File: src/rtl/pcr_pkg.sv
`timescale 1ns / 1ps
package pcr_pkg;

	// Field and register widths.
	localparam int PIX_W = 12;
	localparam int JITTER_BITS = 8;
	localparam int UX_W = PIX_W + JITTER_BITS;
	localparam int RES_W = 13;
	localparam int MAX_RESOLUTION = 4096;
	localparam int LANE_W = 16;
	localparam int CFG_W = 48;
	localparam int CFG_IDX_W = 3;

	// Register indexes on the configuration port.
	localparam logic [CFG_IDX_W-1:0] REG_CAM = 3'd0;
	localparam logic [CFG_IDX_W-1:0] REG_CORNER = 3'd1;
	localparam logic [CFG_IDX_W-1:0] REG_XSPAN = 3'd2;
	localparam logic [CFG_IDX_W-1:0] REG_YSPAN = 3'd3;
	localparam logic [CFG_IDX_W-1:0] REG_WIDTH = 3'd4;
	localparam logic [CFG_IDX_W-1:0] REG_HEIGHT = 3'd5;

	// Register values after reset.
	localparam logic [CFG_W-1:0] RESET_CAM = 48'h0000_0600_0000;
	localparam logic [CFG_W-1:0] RESET_CORNER = 48'h0100_0400_0100;
	localparam logic [CFG_W-1:0] RESET_XSPAN = 48'h0000_0000_FE00;
	localparam logic [CFG_W-1:0] RESET_YSPAN = 48'hFE00_0000_0000;
	localparam logic [RES_W-1:0] RESET_RES = 13'd256;

	// Datapath widths of the projection and normalization pipelines.
	localparam int NUMA_W = UX_W + 16 - JITTER_BITS;
	localparam int DIVA_STEPS = NUMA_W;
	localparam int DIVC_STEPS = LANE_W - 1;
	localparam int MR_W = LANE_W + RES_W - 1;
	localparam int P_W = LANE_W + NUMA_W + 1;
	localparam int D_W = P_W + 2;
	localparam int M_W = D_W - 1;
	localparam int A_W = 30;
	localparam int SQ_W = 2 * A_W;
	localparam int SUM_W = SQ_W + 2;
	localparam int SQRT_STEPS = A_W + 1;
	localparam int ROOT_W = SQRT_STEPS;
	localparam int SREM_W = ROOT_W + 2;
	localparam int DIVN_STEPS = 15;
	localparam int QN_W = ROOT_W + 1;
	localparam int NN_W = A_W + DIVN_STEPS + 1;

	// Pipeline latencies in cycles; RESULT_LATENCY runs from accept to result strobe.
	localparam int PROJ_LAT = DIVA_STEPS + DIVC_STEPS + 5;
	localparam int NORM_LAT = SQRT_STEPS + DIVN_STEPS + 8;
	localparam int RESULT_LATENCY = 1 + PROJ_LAT + NORM_LAT;

	typedef struct packed {
		logic [2:0][LANE_W-1:0] cam;
		logic [2:0][LANE_W-1:0] corner;
		logic [2:0][LANE_W-1:0] span_x;
		logic [2:0][LANE_W-1:0] span_y;
		logic [RES_W-1:0] res_x;
		logic [RES_W-1:0] res_y;
	} pcr_cfg_t;

	typedef struct packed {
		logic [UX_W-1:0] ux;
		logic [UX_W-1:0] uy;
	} pcr_item_t;

endpackage

File: src/rtl/pcr_queue.sv
`timescale 1ns / 1ps
module pcr_queue import pcr_pkg::*; (
	input logic clk,
	input logic arst_n,
	input logic push,
	input pcr_item_t push_item,
	output logic full,
	output logic pop_valid,
	output pcr_item_t pop_item
);

	pcr_item_t mem [2];
	logic wr_q;
	logic rd_q;
	logic [1:0] cnt_q;

	// The back end takes a word in every cycle that one is waiting.
	assign pop_valid = (cnt_q != 2'd0);
	assign full = (cnt_q == 2'd2);
	assign pop_item = mem[rd_q];

	always_ff @(posedge clk) begin
		if (push) begin
			mem[wr_q] <= push_item;
		end
	end

	always_ff @(posedge clk or negedge arst_n) begin
		if (!arst_n) begin
			wr_q <= 1'b0;
			rd_q <= 1'b0;
			cnt_q <= 2'd0;
		end else begin
			if (push) begin
				wr_q <= !wr_q;
			end
			if (pop_valid) begin
				rd_q <= !rd_q;
			end
			cnt_q <= cnt_q + 2'(push) - 2'(pop_valid);
		end
	end

endmodule

File: config.mk
export PLATFORM = sky130hd
export DESIGN_NAME = pcr_queue
export DESIGN_NICKNAME = d
export VERILOG_FILES = /design/src/rtl/pcr_pkg.sv /design/src/rtl/pcr_queue.sv
export SDC_FILE = /design/constraint.sdc
export NUM_CORES = 1
export LEC_CHECK = 0
export BUFFER_PORTS_ARGS = -buffer_cell sky130_fd_sc_hd__buf_2
export CAP_MARGIN = 0
export CORE_UTILIZATION = 48
export CTS_CLUSTER_DIAMETER = 200
export DETAILED_ROUTE_END_ITERATION = 16
export GPL_ROUTABILITY_DRIVEN = 0
export HOLD_SLACK_MARGIN = 0.15
export MAX_ROUTING_LAYER = met4
export PLACE_DENSITY = 0.79
export SLEW_MARGIN = 20
export SYNTH_ARGS = -nofsm -noshare
export SYNTH_HDL_FRONTEND = slang
export SYNTH_SLANG_ARGS = --single-unit
File: constraint.sdc
create_clock -name clk -period 3.1 [get_ports clk]
set_input_delay 0.775 -clock clk [delete_from_list [all_inputs] [get_ports clk]]
set_output_delay 0.775 -clock clk [all_outputs]
set_load 0.02 [all_outputs]
==> results_dict.tcl <==
set metrics [dict create \
    critPathMaxFanout 16 \
    synth_top_family_by_area "multiplexers" \
    cp-end-kind "primary output" \
    worstRegToRegCells 2 \
    cts_buffers 9 \
    synthMuxAreaShare_pct 18.28 \
    avgSynthCellArea_um2 23.48 \
    use_met2_pct 26.38 \
    htree_levels 3 \
    layout-drive-gt1-share_pct 60.92 \
    dr_total_vias 1543 \
    final_util_pct 61.35 \
    num_antenna_cells 0 \
    cts_root_buffer "clkbuf_8" \
    synthFlopType "edfxtp_1" \
    cts_resized 0 \
    overflow 0 \
    cts_sinks 84 \
    fin_ws_ns 0.5467 \
    grt_max_degree 41 \
    violations "design-rule violations" \
    cap_violations 0 \
    vdd_drop_max_mv 0.6119 \
    synth_edf_count 80 \
    max-slew-margin-rel_pct 62.94 \
    antenna_found_initial 0 \
    drcViolationCount 5 \
    grt_pass1_vias 1639 \
    syn_inst 139 \
    synth_seq_cells 84 \
    pin_count 85 \
    numPortBuffers 84 \
    ys_top_cells_by_area "edfxtp_1, mux2_4, dfrtp_1" \
    start_kind "register" \
    r2r-start "wr_q" \
    yosysSeqAreaShare_pct 76.66 \
    core_area_um2 6459 \
    fmaxAchievable_ghz 0.3917 \
    grt_pass1_wl_mm 7.693 \
    r2r_slack_ns 1.66 \
    total_power_mw 3.643 \
    synth_most_common_cell "edfxtp_1" \
    cts_buffer_depth 2 \
    die_y_um 84.47 \
    synth_compound_area_share_pct 0 \
    core.rowCount 29 \
    met1_usage_pct 16.46 \
    drtAntennaViolNets 0 \
    synthXorXnorAreaFrac_pct 0.8049 \
    cts_setup_buffers 0 \
    worst-setup-path-type "register to primary output" \
    dieArea_um2 7134 \
    hold_buffers 0 \
    synth_top_area_share_pct 73.59 \
    setup_viol 0 \
    rr_endpoint "mem[1][4]" \
    use_met3_pct 3.441 \
    place_hpwl_mm 3.184 \
    start_util_pct 50.54 \
    synthAdderAreaFrac_pct 0.3833 \
    synth_nets 183 \
    yosysUniqueCellTypes 13 \
    fin_cells 315 \
    worst_slew_pin_slew_ns 0.5559 \
    path_cells "buf_4 > mux2_4 > buf_2" \
    p_leak_nw 1.624 \
    layout_min_cycle_time_ns 2.553 \
    area_delta_synth_final_pct 21.39 \
    fp.dieW_um 84.47 \
    crit_buf_inv 2 \
    wire_per_inst_um 15.65 \
    status "finished with violations" \
    synth_largest_area_cell "edfxtp_1" \
    cts_tree "yes" \
    nNetsFinal 277 \
    syn_area_um2 3264 \
    synth_common_cells "edfxtp_1, mux2_4, buf_12, dfrtp_1, nor2b_1" \
    cp_slowest_cell "dfrtp_2" \
    drv_slew 0 \
    path_delay_family "flip-flops" \
    worstPathArrival_ns 1.78 \
    hp-class "input pin to asynchronous set/reset pin" \
    synthArstFlopShare_pct 4.762 \
    slowest_delay_ns 0.69 \
    drt_iter0_drc 72 \
    fin_tns_setup_ns 0 \
    place_ws_ns 0.8865 \
    rsz0062_at_grt "false" \
    dp_cells 299 \
    clkLatencyLatePin_ns 0.33 \
    final_hold_viol_count 0 \
    fin_crit_sh_pct 82.36 \
    grt_usage_pct 15.21 \
    top_usage_layer "met2" \
    drt_wl_total_mm 4.929 \
    synthSimpleGateAreaFrac_pct 1.073 \
    drt_pass1_iterations 13 \
    required_ns 2.32 \
    ys.warnings.count 0 \
    via_per_inst 4.898 \
    power-per-cell-area_nw_per_um2 919.5 \
    fin_worst_skew_ns 0.007192 \
    clkTransAtPathRegs_ns 0.08 \
]
==> report_power, final <==
group	internal (mW)	leakage, nW	switching, mW	total [mW]
Combinational	0.593	0.724	0.647	1.24
Clock	0.451	0.101	0.346	0.797
Sequential	1.50	0.799	0.110	1.61
Total	2.54	1.62	1.10	3.64
==> worst reg2reg max path, cell delays in order, from the launching register on <==
cell and delay (ns):
dfrtp_1 0.43, and2_2 0.17, buf_4 0.45
==> flip-flops by register name, indices dropped and copies added (netlist names) <==
register / cells
rd_q: 1
wr_q: 1
mem: 80
cnt_q: 2
==> per-stage QoR <==
stage	hold slack, ns	area (um^2)
after floorplan	0.4555	3264
after global placement	0.5283	3755
after detailed placement	0.5469	3755
after CTS	0.2150	3963
after global routing	0.2107	3963
final	0.2336	3963
==> per-layer routing <==
layer	vias to the layer above	routed length [um]
met5	-	0
met4	0	76
met3	9	153
met2	43	2729
met1	763	1970
li1	728	-
==> cell usage in the layout, fill, tap and decap left out, drive strengths merged <==
cell	n
nor2b	3
mux2	40
ha	1
xnor2	1
buf	88
or2	1
dfrtp	4
and2	1
clkinv	2
xor2	2
clkinvlp	1
nand2	1
bufinv	2
edfxtp	80
clkbuf	11
==> final cells by class <==
| cell class | instances | area, um^2 |
|---|---|---|
| Fill cell | 506 | 2496 |
| Sequential cell | 84 | 2504 |
| Tap cell | 77 | 96.34 |
| Clock inverter | 5 | 76.32 |
| Timing Repair Buffer | 88 | 475.5 |
| Clock buffer | 11 | 131.4 |
| Multi-Input combinational cell | 50 | 679.4 |
==> kinds of logic after synthesis <==
kind of cell               count (synthesis)
adders and majority gates                  1
and+or+nand+nor                            6
buffers and inverters                      5
xor gates and xnor gates                   3
muxes                                     40
DFF                                       84
==> worst max path at each step <==
stage | end | startpoint | cells past startpoint | slack [ns]
floorplan | mem[0][0] | push | 1 | 0.09
global placement | pop_item[1] | rd_q | 3 | 0.89
detailed placement | pop_item[1] | rd_q | 3 | 0.89
CTS | pop_item[1] | rd_q | 3 | 0.51
global route | pop_item[0] | rd_q | 3 | 0.45
finish | pop_item[1] | rd_q | 3 | 0.55
(Power assumes the default switching activity.)
