File: src/rtl/pcr_pkg.sv
`timescale 1ns / 1ps
package pcr_pkg;

	// Field and register widths.
	localparam int PIX_W = 12;
	localparam int JITTER_BITS = 8;
	localparam int UX_W = PIX_W + JITTER_BITS;
	localparam int RES_W = 13;
	localparam int MAX_RESOLUTION = 4096;
	localparam int LANE_W = 16;
	localparam int CFG_W = 48;
	localparam int CFG_IDX_W = 3;

	// Register indexes on the configuration port.
	localparam logic [CFG_IDX_W-1:0] REG_CAM = 3'd0;
	localparam logic [CFG_IDX_W-1:0] REG_CORNER = 3'd1;
	localparam logic [CFG_IDX_W-1:0] REG_XSPAN = 3'd2;
	localparam logic [CFG_IDX_W-1:0] REG_YSPAN = 3'd3;
	localparam logic [CFG_IDX_W-1:0] REG_WIDTH = 3'd4;
	localparam logic [CFG_IDX_W-1:0] REG_HEIGHT = 3'd5;

	// Register values after reset.
	localparam logic [CFG_W-1:0] RESET_CAM = 48'h0000_0600_0000;
	localparam logic [CFG_W-1:0] RESET_CORNER = 48'h0100_0400_0100;
	localparam logic [CFG_W-1:0] RESET_XSPAN = 48'h0000_0000_FE00;
	localparam logic [CFG_W-1:0] RESET_YSPAN = 48'hFE00_0000_0000;
	localparam logic [RES_W-1:0] RESET_RES = 13'd256;

	// Datapath widths of the projection and normalization pipelines.
	localparam int NUMA_W = UX_W + 16 - JITTER_BITS;
	localparam int DIVA_STEPS = NUMA_W;
	localparam int DIVC_STEPS = LANE_W - 1;
	localparam int MR_W = LANE_W + RES_W - 1;
	localparam int P_W = LANE_W + NUMA_W + 1;
	localparam int D_W = P_W + 2;
	localparam int M_W = D_W - 1;
	localparam int A_W = 30;
	localparam int SQ_W = 2 * A_W;
	localparam int SUM_W = SQ_W + 2;
	localparam int SQRT_STEPS = A_W + 1;
	localparam int ROOT_W = SQRT_STEPS;
	localparam int SREM_W = ROOT_W + 2;
	localparam int DIVN_STEPS = 15;
	localparam int QN_W = ROOT_W + 1;
	localparam int NN_W = A_W + DIVN_STEPS + 1;

	// Pipeline latencies in cycles; RESULT_LATENCY runs from accept to result strobe.
	localparam int PROJ_LAT = DIVA_STEPS + DIVC_STEPS + 5;
	localparam int NORM_LAT = SQRT_STEPS + DIVN_STEPS + 8;
	localparam int RESULT_LATENCY = 1 + PROJ_LAT + NORM_LAT;

	typedef struct packed {
		logic [2:0][LANE_W-1:0] cam;
		logic [2:0][LANE_W-1:0] corner;
		logic [2:0][LANE_W-1:0] span_x;
		logic [2:0][LANE_W-1:0] span_y;
		logic [RES_W-1:0] res_x;
		logic [RES_W-1:0] res_y;
	} pcr_cfg_t;

	typedef struct packed {
		logic [UX_W-1:0] ux;
		logic [UX_W-1:0] uy;
	} pcr_item_t;

endpackage

File: src/rtl/pcr_front.sv
`timescale 1ns / 1ps
module pcr_front import pcr_pkg::*; (
	input logic clk,
	input logic arst_n,
	input logic start,
	input logic busy,
	input logic [PIX_W-1:0] pixel_x,
	input logic [PIX_W-1:0] pixel_y,
	input logic [JITTER_BITS-1:0] jitter_x,
	input logic [JITTER_BITS-1:0] jitter_y,
	input logic cfg_valid,
	input logic [CFG_IDX_W-1:0] cfg_index,
	input logic [CFG_W-1:0] cfg_data,
	output logic cfg_ready,
	output logic push,
	output pcr_item_t push_item,
	output pcr_cfg_t cfg
);

	pcr_cfg_t cfg_q;

	// A resolution of zero acts as one, and large ones saturate.
	function automatic logic [RES_W-1:0] clamp_res(input logic [RES_W+3:0] v);
		if (v == '0) begin
			return RES_W'(1);
		end else if (v > (RES_W+4)'(MAX_RESOLUTION)) begin
			return RES_W'(MAX_RESOLUTION);
		end
		return v[RES_W-1:0];
	endfunction

	assign cfg_ready = 1'b1;
	assign cfg = cfg_q;

	// Configuration registers; unknown indexes are ignored.
	always_ff @(posedge clk or negedge arst_n) begin
		if (!arst_n) begin
			cfg_q.cam <= RESET_CAM;
			cfg_q.corner <= RESET_CORNER;
			cfg_q.span_x <= RESET_XSPAN;
			cfg_q.span_y <= RESET_YSPAN;
			cfg_q.res_x <= RESET_RES;
			cfg_q.res_y <= RESET_RES;
		end else if (cfg_valid && cfg_ready) begin
			unique case (cfg_index)
				REG_CAM: cfg_q.cam <= cfg_data;
				REG_CORNER: cfg_q.corner <= cfg_data;
				REG_XSPAN: cfg_q.span_x <= cfg_data;
				REG_YSPAN: cfg_q.span_y <= cfg_data;
				REG_WIDTH: cfg_q.res_x <= clamp_res(cfg_data[RES_W+3:0]);
				REG_HEIGHT: cfg_q.res_y <= clamp_res(cfg_data[RES_W+3:0]);
				default: ;
			endcase
		end
	end

	// Each accepted word becomes a fixed point frame coordinate pair.
	assign push = start && !busy;
	assign push_item.ux = {pixel_x, jitter_x};
	assign push_item.uy = {pixel_y, jitter_y};

endmodule

File: config.mk
export PLATFORM = sky130hd
export DESIGN_NAME = pcr_front
export DESIGN_NICKNAME = d
export VERILOG_FILES = /design/src/rtl/pcr_pkg.sv /design/src/rtl/pcr_front.sv
export SDC_FILE = /design/constraint.sdc
export NUM_CORES = 1
export LEC_CHECK = 0
export BUFFER_PORTS_ARGS = -buffer_cell sky130_fd_sc_hd__buf_2
export CORE_MARGIN = 3
export CORE_UTILIZATION = 48
export DETAILED_ROUTE_END_ITERATION = 10
export PLACE_DENSITY_LB_ADDON = 0.25
export RECOVER_POWER = 100
export SYNTH_ARGS = -nofsm -noshare
export SYNTH_HDL_FRONTEND = slang
export SYNTH_SLANG_ARGS = --single-unit
File: constraint.sdc
create_clock -name clk -period 0.95 [get_ports clk]
set_input_delay 0.1425 -clock clk [delete_from_list [all_inputs] [get_ports clk]]
set_output_delay 0.1425 -clock clk [all_outputs]
set_load 0.01 [all_outputs]
==> metrics.md <==
| Metric | Value |
|---|---|
| Count of final setup violators | 522 |
| Period utilization | 1.369 |
| Clock power share | 0.296 |
| Commonest non-fill, non-tap cell in the layout | dfrtp_1 |
| Crit Reg-Reg Endpoint | cfg[100] |
| Hold path depth | 3 |
| # rows | 48 |
| Area Overhead vs Synth | 53.72% |
| Flop pwr share | 0.413 |
| Synth Area in XOR/XNOR | 0 |
| Slew margin rel. | 0.3888 |
| DP Cell Count | 1037 |
| R2r setup slk | -0.18 ns |
| Mapped cell area | 8651 um^2 |
| Total of max-cap violations | 0 |
| I/O Pins | 356 |
| Critical Path Sink Type | primary output |
| Number of port buffers | 274 |
| DRT Pass-1 Iters | 4 |
| Multiplexer area fraction after synthesis | 0.2586 |
| Routability-driven placement congestion ratio | 0.8572 |
| Pin count of the biggest net entering global routing | 38 |
| CP max stage cell | dfstp_1 |
| Hold Fails Final Rpt | 0 |
| Vias in the first global route | 6893 |
| CTS sink count | 218 |
| Share of cells above drive strength 1 | 0.6847 |
| Max incr delay on CP | 0.55 ns |
| Final slew viol count | 0 |
| Initial core utilization | 0.4950 |
| RR Startpoint | cfg[100] |
| Distinct cells, synth | 27 |
| N_diodes | 0 |
| Die area | 19670 um^2 |
| Post-DP HPWL | 16.08 mm |
| Failing checks | setup timing |
| First-pass GRT wire length | 38.61 mm |
| 1st-iter DRT viols | 268 |
| Die Width | 140.2 um |
| Critical Path Start | cfg[69] |
| Mean routed wirelength per cell | 21.06 um |
| CTS buffer count | 23 |
| Complex-gate fraction of the synthesized area | 0.01634 |
| Sw frac | 0.2672 |
| Internal Power | 22.16 mW |
| Core area | 17480 um^2 |
| Total Wirelength | 26.18 mm |
| Final setup margin | -0.3507 ns |
| Sequential fraction of the synthesis area | 0.6336 |
| Nets | 1099 |
| Hold endpoint | cfg[81] |
| # DRC | 0 |
| Post-Syn Nets | 654 |
| Syn_area_per_cell | 15.50 um^2 |
| Critical Path RT | 0.81 ns |
| FF-to-FF path depth | 4 |
| Post-Synth Adder-Cell Area | 0 |
| Combinational share of power | 0.291 |
| Final core utilization | 0.7609 |
| Simple-Gate Fraction of Synth Area | 0.03442 |
| Max reg flops | 218 |
| CP Class | register to primary output |
| CTS tree | yes |
| Fmax | 0.7688 GHz |
| P per Cell Area | 2274 nW/um^2 |
| H-Tree Depth | 1 |
| Final min period | 1.301 ns |
| Worst-Margin Slew | 0.9169 ns |
| P_leak | 6.592 nW |
| Buf/Inv on CP | 1 |
| Non-filler cells, final | 1243 |
| Cell Chain, Critical Path | buf_6 |
| Worst hold path class | primary input to register |
| Critical Path AT | 1.16 ns |
| Status | finished, violations left |
| Vias per cell | 5.131 |
| Net Sw Power | 8.081 mW |
| Clock transition at path regs | 0.06 ns |
| Clock skew | 0 ns |
| Top delay family on crit path | flip-flops |
| Via Count | 6378 |
| Initial antenna violation count | 1 |
| Clk buf depth | 3 |
| Yosys Warn Count | 0 |
| Remaining Overflow, GRT | 0 |
| FF+latch count, synth | 218 |
| Crit Path Max Fanout | 2 |
| Die H | 140.2 um |
| Most frequent cells in the layout | dfrtp_1 (197), buf_2 (191), buf_4 (137), mux2_4 (96), buf_6 (96) |
| Post-synthesis cell count | 558 |
| VDD IR max | 2.674 mV |
| CP Launch Type | register |
| Worst-Skew Late Latency | 0.49 ns |
| Largest family of logic cells by synthesized area | multiplexers |
| Unrepaired setup endpoints after global routing | true |
| Antenna Nets Post-Route | 0 |
| Hold path startpoint | cfg_data[7] |
| Root Driver | clkbuf_16 |
| GRT Total Usage | 0.2453 |
## worst min-delay path: stages
cell and delay [ns]:
buf_2 0.10, buf_4 0.12, mux2_4 0.13
## Yosys cell counts
| master | n | share of area |
|---|---|---|
| nand4b_1 | 2 | 0.0020 |
| o21ai_0 | 24 | 0.014 |
| nand2b_1 | 12 | 0.0087 |
| nand4bb_1 | 1 | 0.0013 |
| and3b_1 | 1 | 0.0010 |
| buf_6 | 5 | 0.0065 |
| mux2_1 | 20 | 0.026 |
| buf_2 | 9 | 0.0052 |
| dfstp_2 | 21 | 0.064 |
| nor2_1 | 1 | 0.00043 |
| buf_1 | 1 | 0.00043 |
| clkbuf_1 | 3 | 0.0013 |
| nand4_1 | 2 | 0.0014 |
| o31ai_1 | 2 | 0.0017 |
| nor4_1 | 4 | 0.0029 |
| a31oi_1 | 1 | 0.00072 |
| nand2_1 | 26 | 0.011 |
| mux2_2 | 152 | 0.20 |
| clkbuf_2 | 1 | 0.00058 |
| nor2b_1 | 3 | 0.0022 |
| and4bb_1 | 1 | 0.0014 |
| nor4b_2 | 1 | 0.0017 |
| dfrtp_1 | 197 | 0.57 |
| conb_1 | 1 | 0.00043 |
| mux2_4 | 20 | 0.035 |
| buf_8 | 2 | 0.0035 |
| buf_4 | 45 | 0.039 |
## what timing repair did
action / 4_1_cts / 5_1_grt
setup buffers: 80 / 51
endpoints found under the hold margin: 324 / 0
hold buffers: 32 / 0
pin swaps: 1 / 1
gates resized for setup: 57 / 66
setup endpoints to repair: 246 / 253
gates cloned: 3 / 4
## power by group through the flow
stage	Sequential (mW)	Combinational, mW	Clock (mW)
2_1_floorplan	13.2	2.41	0
3_3_place_gp	12.4	5.95	0
3_5_place_dp	12.4	6.14	0
4_1_cts	12.4	7.76	9.09
5_1_grt	12.7	9.33	9.52
6_report	12.5	8.79	8.96
## metal layers
metal	vias up	global-route usage	share of wire
met3	52	0.07477	0.088
met1	3219	0.2999	0.38
met4	2	0.06680	0.028
li1	2792	-	-
met2	313	0.4239	0.51
met5	-	0	0.00027
## cell type report
cell class                      instances  area (um^2)
Tap cell                              225        281.5
Timing Repair Buffer                  486         3787
Clock inverter                          4        70.07
Sequential cell                       218         5482
Fill cell                            1030         4179
Clock buffer                           36        684.4
Multi-Input combinational cell        274         2993
## worst max-delay path by stage
stage / to / slack, ns / depth (start not counted)
after detailed placement: cfg[209] / -0.55 / 4
after CTS: cfg[21] / -0.37 / 1
after floorplan: cfg[170] / -0.24 / 4
final: cfg[69] / -0.35 / 1
after global placement: cfg[209] / -0.47 / 4
after global routing: cfg[21] / -0.39 / 1
## metrics by stage
stage          setup TNS (ns)  setup slack, ns  hold WS [ns]  power [mW]  area (um^2)
2_1_floorplan          -27.81          -0.2422       -0.1531       15.62         8974
3_3_place_gp           -81.72          -0.4737       0.06659       18.31        10570
3_5_place_dp           -88.87          -0.5504       0.06700       18.59        10570
4_1_cts                -51.96          -0.3698       0.01190       29.21        12630
5_1_grt               -109.93          -0.3905       0.02847       31.53        13300
6_report               -73.44          -0.3507       0.03462       30.24        13300
## cells by family after synthesis
family,count (synthesis)
buf+inv,66
compound gates,27
flops,218
simple gates,54
mux,192
other cells,1
Note: power is estimated with default switching activity, not from simulation.
